===== config.mk =====
export PLATFORM = sky130hd
export DESIGN_NAME = receive_window_scheduler
export DESIGN_NICKNAME = d
export VERILOG_FILES = /design/src/rtl/rws_pkg.sv /design/src/rtl/rws_profile_check.sv /design/src/rtl/rws_engine.sv /design/src/rtl/receive_window_scheduler.sv
export SDC_FILE = /design/constraint.sdc
export NUM_CORES = 1
export LEC_CHECK = 0
export BUFFER_PORTS_ARGS = -buffer_cell sky130_fd_sc_hd__buf_2
export CORE_UTILIZATION = 54
export CTS_CLUSTER_SIZE = 24
export DETAILED_ROUTE_END_ITERATION = 8
export PLACE_DENSITY = 0.85
export RECOVER_POWER = 50
export SYNTH_ARGS = -nofsm -noshare
export SYNTH_HDL_FRONTEND = slang
export SYNTH_SLANG_ARGS = --single-unit

===== constraint.sdc =====
create_clock -name clk_i -period 16.5 [get_ports clk_i]
set_input_delay 1.65 -clock clk_i [delete_from_list [all_inputs] [get_ports clk_i]]
set_output_delay 1.65 -clock clk_i [all_outputs]
set_load 0.02 [all_outputs]

===== src/rtl/rws_pkg.sv =====
// Shared types and codes for the receive window scheduler.
package rws_pkg;

  localparam int unsigned CfgIdxW = 3;
  localparam int unsigned CfgDataW = 32;

  localparam logic [CfgIdxW-1:0] CfgRx1Delay = 3'd0;
  localparam logic [CfgIdxW-1:0] CfgRx1Duration = 3'd1;
  localparam logic [CfgIdxW-1:0] CfgRx2Delay = 3'd2;
  localparam logic [CfgIdxW-1:0] CfgRx2Duration = 3'd3;
  localparam logic [CfgIdxW-1:0] CfgRx2On = 3'd4;

  localparam logic [31:0] Rx1DelayReset = 32'd200;
  localparam logic [31:0] Rx1DurationReset = 32'd800;
  localparam logic [31:0] Rx2DelayReset = 32'd2200;
  localparam logic [31:0] Rx2DurationReset = 32'd1200;
  localparam logic Rx2OnReset = 1'b1;

  localparam logic [2:0] ActValidate = 3'd0;
  localparam logic [2:0] ActBegin = 3'd1;
  localparam logic [2:0] ActNext = 3'd2;
  localparam logic [2:0] ActStage = 3'd3;
  localparam logic [2:0] ActTake = 3'd4;
  localparam logic [2:0] ActSleep = 3'd5;

  localparam logic [1:0] StOk = 2'd0;
  localparam logic [1:0] StInvalid = 2'd1;
  localparam logic [1:0] StEmpty = 2'd2;
  localparam logic [1:0] StCapacity = 2'd3;

  localparam logic [1:0] WinRx1 = 2'd0;
  localparam logic [1:0] WinRx2 = 2'd1;
  localparam logic [1:0] WinDone = 2'd2;

  typedef struct packed {
    logic [2:0]  action;
    logic [63:0] tx_done_time;
    logic [63:0] msg_id;
  } in_item_t;

  typedef struct packed {
    logic [1:0]  status;
    logic [63:0] window_start;
    logic [31:0] window_length;
    logic [63:0] taken_id;
  } out_item_t;

  typedef struct packed {
    logic [31:0] rx1_delay;
    logic [31:0] rx1_duration;
    logic [31:0] rx2_delay;
    logic [31:0] rx2_duration;
    logic        rx2_on;
  } profile_t;

endpackage


===== src/rtl/rws_profile_check.sv =====
// Window profile limit check against delay, duration, ordering and total limits.
module rws_profile_check #(
  parameter logic [31:0] MAX_DELAY_MS = 32'd10000,
  parameter logic [33:0] MAX_TOTAL_MS = 34'd10000
) (
  input  rws_pkg::profile_t profile_i,
  output logic              ok_o
);

  logic [32:0] rx1_end;
  logic [33:0] total;
  logic        delays_ok;
  logic        rx2_ok;

  assign rx1_end = {1'b0, profile_i.rx1_delay} + {1'b0, profile_i.rx1_duration};
  assign total = {2'b00, profile_i.rx1_duration} +
                 (profile_i.rx2_on ? {2'b00, profile_i.rx2_duration} : 34'd0);
  assign delays_ok = (profile_i.rx1_delay <= MAX_DELAY_MS) &&
                     (profile_i.rx2_delay <= MAX_DELAY_MS);

  always_comb begin
    if (profile_i.rx2_on) begin
      rx2_ok = (profile_i.rx2_duration != 32'd0) &&
               ({1'b0, profile_i.rx2_delay} >= rx1_end);
    end else begin
      rx2_ok = (profile_i.rx2_delay == 32'd0) && (profile_i.rx2_duration == 32'd0);
    end
  end

  assign ok_o = (profile_i.rx1_duration != 32'd0) && delays_ok && rx2_ok &&
                (total <= MAX_TOTAL_MS);

endmodule


===== src/rtl/rws_engine.sv =====
// Scheduler state and the combinational evaluation of one action.
module rws_engine #(
  parameter int unsigned ID_BYTES = 8,
  parameter logic [31:0] MAX_DELAY_MS = 32'd10000,
  parameter logic [33:0] MAX_TOTAL_MS = 34'd10000
) (
  input  logic               clk_i,
  input  logic               rst_ni,
  input  logic               step_i,
  input  rws_pkg::in_item_t  item_i,
  input  rws_pkg::profile_t  profile_i,
  output rws_pkg::out_item_t result_o
);

  localparam logic [63:0] IdMask = (ID_BYTES >= 8) ? {64{1'b1}} :
                                   ((64'd1 << (8 * ID_BYTES)) - 64'd1);

  logic        open_q, open_d;
  logic [1:0]  win_idx_q, win_idx_d;
  logic [63:0] tx_time_q, tx_time_d;
  logic        staged_q, staged_d;
  logic        delivered_q, delivered_d;
  logic [63:0] staged_id_q, staged_id_d;
  rws_pkg::profile_t snap_q, snap_d;

  logic        profile_ok;
  logic [63:0] id;
  logic [64:0] rx1_sum;
  logic [64:0] rx2_sum;
  logic [63:0] next_start;
  logic        begin_ok;

  rws_profile_check #(
    .MAX_DELAY_MS(MAX_DELAY_MS),
    .MAX_TOTAL_MS(MAX_TOTAL_MS)
  ) u_check (
    .profile_i(profile_i),
    .ok_o     (profile_ok)
  );

  assign id = item_i.msg_id & IdMask;
  assign rx1_sum = {1'b0, item_i.tx_done_time} + {33'd0, profile_i.rx1_delay};
  assign rx2_sum = {1'b0, item_i.tx_done_time} + {33'd0, profile_i.rx2_delay};
  assign begin_ok = profile_ok && !rx1_sum[64] && !(profile_i.rx2_on && rx2_sum[64]);
  assign next_start = tx_time_q + {32'd0, (win_idx_q == rws_pkg::WinRx1) ?
                                          snap_q.rx1_delay : snap_q.rx2_delay};

  always_comb begin
    open_d = open_q;
    win_idx_d = win_idx_q;
    tx_time_d = tx_time_q;
    staged_d = staged_q;
    delivered_d = delivered_q;
    staged_id_d = staged_id_q;
    snap_d = snap_q;
    result_o = '0;
    result_o.status = rws_pkg::StInvalid;
    if (item_i.action == rws_pkg::ActValidate) begin
      result_o.status = profile_ok ? rws_pkg::StOk : rws_pkg::StInvalid;
    end else if (item_i.action == rws_pkg::ActBegin) begin
      if (begin_ok) begin
        snap_d = profile_i;
        tx_time_d = item_i.tx_done_time;
        open_d = 1'b1;
        win_idx_d = rws_pkg::WinRx1;
        staged_d = 1'b0;
        delivered_d = 1'b0;
        result_o.status = rws_pkg::StOk;
      end
    end else if (open_q) begin
      unique case (item_i.action)
        rws_pkg::ActNext: begin
          if (win_idx_q == rws_pkg::WinRx1) begin
            result_o.window_start = next_start;
            result_o.window_length = snap_q.rx1_duration;
            win_idx_d = rws_pkg::WinRx2;
            result_o.status = rws_pkg::StOk;
          end else if (win_idx_q == rws_pkg::WinRx2 && snap_q.rx2_on) begin
            result_o.window_start = next_start;
            result_o.window_length = snap_q.rx2_duration;
            win_idx_d = rws_pkg::WinDone;
            result_o.status = rws_pkg::StOk;
          end else begin
            result_o.status = rws_pkg::StEmpty;
          end
        end
        rws_pkg::ActStage: begin
          if (id == 64'd0) begin
            result_o.status = rws_pkg::StInvalid;
          end else if (staged_q) begin
            result_o.status = (staged_id_q == id) ? rws_pkg::StOk : rws_pkg::StCapacity;
          end else begin
            staged_id_d = id;
            staged_d = 1'b1;
            result_o.status = rws_pkg::StOk;
          end
        end
        rws_pkg::ActTake: begin
          if (!staged_q || delivered_q) begin
            result_o.status = rws_pkg::StEmpty;
          end else begin
            result_o.taken_id = staged_id_q;
            delivered_d = 1'b1;
            result_o.status = rws_pkg::StOk;
          end
        end
        rws_pkg::ActSleep: begin
          open_d = 1'b0;
          result_o.status = rws_pkg::StOk;
        end
        default: begin
          result_o.status = rws_pkg::StInvalid;
        end
      endcase
    end
  end

  always_ff @(posedge clk_i or negedge rst_ni) begin
    if (!rst_ni) begin
      open_q <= 1'b0;
      win_idx_q <= rws_pkg::WinRx1;
      tx_time_q <= 64'd0;
      staged_q <= 1'b0;
      delivered_q <= 1'b0;
    end else if (step_i) begin
      open_q <= open_d;
      win_idx_q <= win_idx_d;
      tx_time_q <= tx_time_d;
      staged_q <= staged_d;
      delivered_q <= delivered_d;
    end
  end

  always_ff @(posedge clk_i) begin
    if (step_i) begin
      staged_id_q <= staged_id_d;
      snap_q <= snap_d;
    end
  end

`ifndef NO_ASSERTIONS
  a_delivered_needs_staged: assert property (@(posedge clk_i) disable iff (!rst_ni)
    delivered_q |-> staged_q)
    else $error("delivered mark set without a staged id");

  a_win_idx_range: assert property (@(posedge clk_i) disable iff (!rst_ni)
    win_idx_q != 2'd3)
    else $error("window index out of range");

  a_staged_nonzero: assert property (@(posedge clk_i) disable iff (!rst_ni)
    staged_q |-> staged_id_q != 64'd0)
    else $error("staged id is zero");

  a_rx1_advances: assert property (@(posedge clk_i) disable iff (!rst_ni)
    step_i && open_q && item_i.action == rws_pkg::ActNext && win_idx_q == rws_pkg::WinRx1
    |=> win_idx_q == rws_pkg::WinRx2)
    else $error("first window did not advance the index");
`endif

endmodule


===== src/rtl/receive_window_scheduler.sv =====
// Top level of the receive window scheduler: config registers, input and result stages.
// A transfer accepted into the input register is evaluated from it by the engine, and its
// result is captured in the result register when the result stage is free to advance.
// Throughput: one item per cycle; both stages advance together unless the result stalls.
// Reset: asynchronous active low; the block is closed and the window profile takes its
// default values; the staged id and captured profile are written before use.
module receive_window_scheduler #(
  parameter int unsigned ID_BYTES = 8,
  parameter logic [31:0] MAX_DELAY_MS = 32'd10000,
  parameter logic [33:0] MAX_TOTAL_MS = 34'd10000
) (
  input  logic                              clk_i,
  input  logic                              rst_ni,
  input  logic                              cfg_we_i,
  input  logic [rws_pkg::CfgIdxW-1:0]       cfg_idx_i,
  input  logic [rws_pkg::CfgDataW-1:0]      cfg_data_i,
  input  logic                              in_valid_i,
  output logic                              in_stall_o,
  input  rws_pkg::in_item_t                 in_item_i,
  output logic                              out_valid_o,
  input  logic                              out_stall_i,
  output rws_pkg::out_item_t                out_item_o
);

  rws_pkg::profile_t  profile_q;
  rws_pkg::in_item_t  in_q;
  logic               in_valid_q, in_valid_d;
  rws_pkg::out_item_t out_q;
  logic               out_valid_q, out_valid_d;
  rws_pkg::out_item_t result;
  logic               out_free;
  logic               step;
  logic               in_take;

  assign out_free = !out_valid_q || !out_stall_i;
  assign step = in_valid_q && out_free;
  assign in_stall_o = in_valid_q && !out_free;
  assign in_take = in_valid_i && !in_stall_o;
  assign in_valid_d = in_take || (in_valid_q && !step);
  assign out_valid_d = step || (out_valid_q && out_stall_i);

  always_ff @(posedge clk_i or negedge rst_ni) begin
    if (!rst_ni) begin
      profile_q.rx1_delay <= rws_pkg::Rx1DelayReset;
      profile_q.rx1_duration <= rws_pkg::Rx1DurationReset;
      profile_q.rx2_delay <= rws_pkg::Rx2DelayReset;
      profile_q.rx2_duration <= rws_pkg::Rx2DurationReset;
      profile_q.rx2_on <= rws_pkg::Rx2OnReset;
    end else if (cfg_we_i) begin
      unique case (cfg_idx_i)
        rws_pkg::CfgRx1Delay:    profile_q.rx1_delay <= cfg_data_i;
        rws_pkg::CfgRx1Duration: profile_q.rx1_duration <= cfg_data_i;
        rws_pkg::CfgRx2Delay:    profile_q.rx2_delay <= cfg_data_i;
        rws_pkg::CfgRx2Duration: profile_q.rx2_duration <= cfg_data_i;
        rws_pkg::CfgRx2On:       profile_q.rx2_on <= cfg_data_i[0];
        default: begin
        end
      endcase
    end
  end

  always_ff @(posedge clk_i or negedge rst_ni) begin
    if (!rst_ni) begin
      in_valid_q <= 1'b0;
      out_valid_q <= 1'b0;
    end else begin
      in_valid_q <= in_valid_d;
      out_valid_q <= out_valid_d;
    end
  end

  always_ff @(posedge clk_i) begin
    if (in_take) begin
      in_q <= in_item_i;
    end
    if (step) begin
      out_q <= result;
    end
  end

  rws_engine #(
    .ID_BYTES    (ID_BYTES),
    .MAX_DELAY_MS(MAX_DELAY_MS),
    .MAX_TOTAL_MS(MAX_TOTAL_MS)
  ) u_engine (
    .clk_i    (clk_i),
    .rst_ni   (rst_ni),
    .step_i   (step),
    .item_i   (in_q),
    .profile_i(profile_q),
    .result_o (result)
  );

  assign out_valid_o = out_valid_q;
  assign out_item_o = out_q;

endmodule

==> impl_results.md, run 1 <==
- H-tree depth: 3
- Failing checks: capacitance limit, slew limit
- Commonest non-fill, non-tap cell in the layout: edfxtp_1
- Post-synth top flop: edfxtp_1
- Sequential fraction of the synthesis area: 0.593
- CTS tree: done
- Clk sinks: 686
- Max-cap viol count: 10
- Clk_skew: 28.5 ps
- DRC errors left: 0
- Initial Utilization: 0.547
- Final Hold Viols: 0
- Clock transition at path regs: 50 ps
- Crit path launch type: flop
- Post-synthesis cell type count: 79
- Max rail drop VDD: 89.1 uV
- Crit-path cells: ha_1 > fa_1 > a211oi_1 > o21ai_0 > a31o_2 > a41o_1 > and3b_1 > a2111oi_0 > o21ai_0 > a21o_1 > a21oi_1 > xor2_1 > ha_1 > nand3_1 > nor4_1 > nand4_1 > nand4b_1 > a21oi_1 > or4b_1 > nor4_1 > and4bb_1 > nand3b_4 > inv_4 > buf_4
- Row count: 90
- Crit. Startpoint: profile_q[65]
- Vias per std cell: 6.14
- Synth Area per Inst: 13.4 um2
- Post-synth EDFFs: 486
- Die Height: around 250 um
- CTS root buf: clkbuf_16
- Crit Path Class: flop to flop
- Antenna violations before repair: 3
- Synth-to-Final Area Change: 14.8%
- Skew-Pair Late Insertion Delay: 620 ps
- Highest Clock Rate: 122 MHz
- Via Count: 22568
- GRT Total Usage: 0.282
- I/O Buffers: 334
- Die area: between 0.06 and 0.07 mm2
- Final WL: between 80000 and 90000 um
- Yosys reg bits: 686
- Core ar.: 0.0605 mm2
- GPL Wtd Cong: ~0.97
- RSZ-0062 raised after global routing: false
- Reg2reg start: profile_q[65]
- Hold Buf Count CTS: 0
- Worst Max-Slew Pin Slew: 4410 ps
- Largest net degree at the start of global routing: 80
- Vias in the first global route: 22591
- CP Max Fanout: 79
- Critical-path top delay cell: buf_4
- WL/cell: 24.0 um
- Synthesized area: 0.0331 mm2
- Most frequent cells in the layout: edfxtp_1, buf_2, ha_1, dfrtp_1
- HP Class: flop to flop
- Ys async rst share: 0.292
- Yosys warns: 0
- Final Setup Violations: 0
- Arr. time, crit path: 8430 ps
- Grt total ovfl: 0
- Post_cts resized: 0
- Slew Viols, Final: about 500
- Total CTS buffers: 75
- Leakage: 15.3 nW
- Die width: 250 um
- Mapped Cells: 2475
- Post-CTS setup buffer count: 0
- Ratio of cells with drive above 1 in the final layout: 0.235
- Max incr delay on CP: about 900 ps
- Post-synthesis net count: about 2800
- Final ANT Viol Nets: 0
- DP Wirelength: 63600 um
- PD cells: roughly 140 mW/mm2
- First-pass GRT wire length: 134000 um
- TNS Setup: 0 ps
- Req. time, crit path: 16720 ps
- Critical Path End Type: flop
- Slew margin rel.: -1.94
- Drt initial violations: ~2200
- Clock buffer depth: 3
- Hold wc startpoint: profile_q[27]
- Post-layout net count: 3196
- DRT Pass-1 Iters: 6
- Outcome: complete, but fails checks
- Fin util: 0.628
- I/O pin cnt: 335
- Period minus WS final: 8220 ps
- Final period utilization: 0.498
==> per-stage QoR <==
| stage | instances | hold slack [ps] | total power [mW] | instance area [um2] | worst slack [ps] |
|---|---|---|---|---|---|
| finish | 3678 | 488 | 5.17 | 38000 | 8280 |
| detailed placement | 3536 | 474 | 3.52 | 35600 | 8370 |
| CTS | 3672 | 489 | 5.18 | 38100 | 8320 |
| global placement | 3536 | 460 | 3.47 | 35600 | 8600 |
| global route | 3675 | 507 | 5.39 | 38000 | 7730 |
| floorplan | 2475 | 444 | 3.09 | 33100 | 3120 |
==> cell families after synthesis <==
group / count (synthesis) / share of synthesized area
buf+inv: 107 / 0.0138
flops: 686 / 0.593
mux: 228 / 0.0847
xor+xnor: 150 / 0.0397
simple gates: 660 / 0.106
compound gates: 451 / 0.0888
fa+ha+maj: 193 / 0.0737
==> cells in the mapped netlist (all sizes together), types with 19 or more instances <==
master	number	area, um2
o21ai	78	390
nand3	33	165
clkbuf	59	221
xnor2	112	981
or3	19	119
nand4	63	394
ha	190	2380
inv	34	128
xor2	38	333
and2	107	669
dfrtp	185	4630
nor4	57	357
a22oi	32	240
nor2	161	604
nor3	26	130
nand2	91	342
nor2b	29	181
a21oi	139	696
a211oi	19	148
edfxtp	486	14600
a21o	57	429
mux2	225	2770
==> worst paths after layout <==
path                       depth (start not counted)                     to  slack [ps]
hold / removal                                     0    u_engine.snap_q[27]         490
setup / recovery                                  24    u_engine.snap_q[75]        8280
hold reg to reg                                    0    u_engine.snap_q[27]         490
max in group asynchronous                          3          profile_q[91]        9040
min in group asynchronous                          1  u_engine.tx_time_q[2]        2020
setup reg to reg                                  24    u_engine.snap_q[75]        8280
==> power breakdown <==
part	switching, mW	leakage (nW)	internal, mW
Sequential	0.179	7.12	2.02
Clock	0.691	1.18	0.966
Combinational	0.779	6.99	0.539
Total	1.65	15.3	3.52
==> flip-flops by register name, summed over array words and instances, names as in the netlist, named ones only <==
name,flops
out_item_o,162
in_q,131
profile_q,129
u_engine.snap_q,129
u_engine.staged_id_q,64
u_engine.tx_time_q,64
u_engine.win_idx_q,2
in_valid_q,1
out_valid_o,1
u_engine.delivered_q,1
u_engine.staged_q,1
==> routing by layer <==
metal  share of wire  routed length (um)  vias to the layer above  GRT usage
li1                -                   -                    10154          -
met1            0.40               35300                    11219      0.365
met2            0.50               43800                      995      0.479
met3           0.061                5350                      198     0.0403
met4           0.043                3770                        2      0.115
met5         0.00019                  17                        -          0
==> area by class of cell <==
class                      count  area [um2]
clock inverter                32         294
inverter                      34         130
sequential                   686       19600
tap                          782         978
antenna                        5        12.5
multi-input combinational   1682       13100
timing repair buffer         353        1760
fill                        4449       22500
clock buffer                 104        2150
==> worst max-delay path: cells and delay by family, from the launching register on <==
family / cells / cell delay (ps)
buffers and inverters: 2 / 1410
AO/OA/AOI/OAI: 9 / 2570
flip-flops: 1 / 420
adder cells (fa/ha/maj): 3 / 960
XOR/XNOR: 1 / 90
AND/OR/NAND/NOR: 9 / 2220
No activity file was read; power rests on OpenSTA's default activity.
==> run 2, diff against run 1 <==
Settings changed: CORE_UTILIZATION 54 to 59, PLACE_DENSITY 0.85 to 0.88.
Clock period 16.5 ns to 7.8 ns, I/O delays scaled along.
==> impl_results.md, run 2 (synthesized netlist as in run 1, its figures left out) <==
- Outcome: complete, but fails checks
- Failing checks: capacitance limit, slew limit
- I/O pin cnt: 335 (unchanged)
- DRC errors left: 0 (unchanged)
- Clock transition at path regs: 60 ps (about the same)
- I/O Buffers: 334 (unchanged)
- DP Area: 0.0356 mm2 (about the same)
- GRT Total Usage: 0.317 (+0.0346)
- Arr. time, crit path: 7500 ps (-930 ps)
- Total CTS buffers: 72 (-4.0%)
- Final period utilization: 0.929 (+0.431)
- Final Hold Viols: 0 (unchanged)
- Hold wc startpoint: in_item_i[108]
- Vias in the first global route: 22918 (+1.4%)
- Max reg flops: 162 (unchanged)
- Via Count: 22894 (+1.4%)
- Antenna violations before repair: 10 (+7)
- Die Height: 239 um (-4.3%)
- Hold-critical path depth: 1 (+1)
- Slew Viols, Final: 364 (-25%)
- Drt initial violations: 2452 (+12%)
- PD cells: 290 mW/mm2 (+110%)
- Post-layout net count: 3191 (-0.16%)
- Final Cell Area: 0.0380 mm2 (about the same)
- Grt total ovfl: 0 (unchanged)
- H-tree depth: 3 (unchanged)
- DP Wirelength: 64400 um (+1.2%)
- DRT Pass-1 Iters: 6 (unchanged)
- R2R Path End: u_engine.snap_q[71]
- CTS root buf: clkbuf_16
- Die area: 0.0570 mm2 (-8.4%)
- Hold Buf Count CTS: 0 (unchanged)
- Reg2reg start: profile_q[65]
- Worst Max-Slew Pin Slew: 5290 ps (+873 ps)
- WHS Endpoint: in_q[108]
- Crit Path Class: flop to flop
- Period minus WS final: 7250 ps (-968 ps)
- Clk_skew: 25.8 ps (-2.73 ps)
- First-pass GRT wire length: 136000 um (+1.1%)
- Highest Clock Rate: 138 MHz (+13%)
- Row count: 86 (-4.4%)
- Reg2Reg Setup Slack: 550 ps (-7730 ps)
- Initial Utilization: 0.598 (+0.0511)
- Worst r2r path cells: 24 (unchanged)
- CP Max Fanout: 83 (+5.1%)
- Slew margin rel.: -2.52 (-0.582)
- Largest net degree at the start of global routing: 158 (+98%)
- Vias per std cell: 6.28 (+2.3%)
- Req. time, crit path: 8050 ps (-8670 ps)
- Max-cap viol count: 8 (-2)
- Filler cells: 3837 (-14%)
- HP Class: input port to flop
- Commonest non-fill, non-tap cell in the layout: edfxtp_1
- Clock buffer depth: 3 (unchanged)
- Ratio of cells with drive above 1 in the final layout: 0.222 (-0.0128)
- Skew-Pair Late Insertion Delay: 630 ps (about the same)
- Final ANT Viol Nets: 0 (unchanged)
- Most frequent cells in the layout: edfxtp_1, buf_2, ha_1, dfrtp_1, nor2_1
- Core ar.: 0.0553 mm2 (-8.5%)
- Final Setup Violations: 0 (unchanged)
- GPL Wtd Cong: 0.940 (-3.2%)
- WL/cell: 24.9 um (+3.7%)
- CTS tree: done
- TNS Setup: 0 ps (unchanged)
- Synth-to-Final Area Change: 14.7% (about the same)
- Die width: 239 um (-4.3%)
- Leakage: 15.2 nW (-0.33%)
- Clk sinks: 686 (unchanged)
- Crit path launch type: flop
- Critical Path End Type: flop
- Final WL: 90700 um (+2.8%)
- Max rail drop VDD: 222 uV (+150%)
- RSZ-0062 raised after global routing: false
==> run 2: cell count changes in the layout (fill, tap and decap cells not counted), moves of 3 or more <==
cell,previous run,this run
and2_0,41,1
and2_1,66,106
buf_2,308,270
buf_4,11,8
bufinv_16,3,6
clkbuf_1,51,84
clkinvlp_4,6,3
diode_2,5,12
==> run 2: area by class of cell <==
type | count | area (um2) | share of cell area
clock inverter | 33 | 373 | 0.00982
inverter | 34 | 131 | 0.00346
sequential | 686 | 19600 | 0.517
tap | 748 | 936 | 0.0246
clock buffer | 100 | 2090 | 0.0552
antenna | 12 | 30.0 | 0.000791
timing repair buffer | 351 | 1730 | 0.0455
multi-input combinational | 1682 | 13100 | 0.344
==> run 2: worst max-delay path, stage by stage (launching register included) <==
cell and delay [ps]:
dfrtp_1 440, ha_1 260, fa_1 430, a211oi_1 280, o21ai_0 210, a31o_2 340
a41o_1 310, and3b_1 190, a2111oi_1 520, o21ai_0 250, a21o_1 220, a21oi_1 160
xor2_1 100, ha_1 300, nand3_1 110, nor4_1 240, nand4_1 140, nand4b_1 120
a21oi_1 50, or4b_1 510, nor4_1 300, and4bb_1 370, nand3b_4 310, clkinvlp_4 220
buf_12 350
==> run 2: where the power goes <==
| group | switching [mW] | leakage (nW) | total [mW] | internal (mW) |
|---|---|---|---|---|
| logic | 1.68 | 6.91 | 2.82 | 1.14 |
| registers | 0.383 | 7.12 | 4.65 | 4.26 |
| clock network | 1.45 | 1.20 | 3.55 | 2.10 |
==> run 2: worst max-delay path by stage <==
| stage | slack [ps] | from | cells past startpoint | to |
|---|---|---|---|---|
| floorplan | 600 | profile_q[65] | 24 | u_engine.snap_q[0] |
| global placement | 680 | profile_q[65] | 24 | u_engine.snap_q[19] |
| detailed placement | 530 | profile_q[65] | 24 | u_engine.snap_q[82] |
| CTS | 510 | profile_q[65] | 24 | u_engine.snap_q[83] |
| global route | 20 | profile_q[65] | 24 | u_engine.snap_q[6] |
| finish | 550 | profile_q[65] | 24 | u_engine.snap_q[71] |
==> run 2: through the flow <==
stage	setup slack, ps	hold WS [ps]	cells	util	total power [mW]
finish	553	326	3646	0.686	11.0
global route	18.8	304	3639	0.686	11.5
CTS	506	260	3634	0.688	11.0
detailed placement	533	479	3501	0.644	7.45
global placement	678	460	3501	0.644	7.34
floorplan	600	452	2475	-	6.53
==> run 2: what timing repair did <==
| action | 4_1_cts | 5_1_grt |
|---|---|---|
| buffers inserted | 0 | 0 |
| endpoints found under the setup margin | 0 | 184 |
| gates resized for setup | 0 | 2 |
==> run 2: layer usage <==
layer | routed length (um) | GRT usage | vias up
li1 | - | - | 10141
met1 | 35200 | 0.397 | 11337
met2 | 43900 | 0.527 | 1139
met3 | 6740 | 0.0606 | 269
met4 | 4780 | 0.158 | 8
met5 | 52 | 0 | -
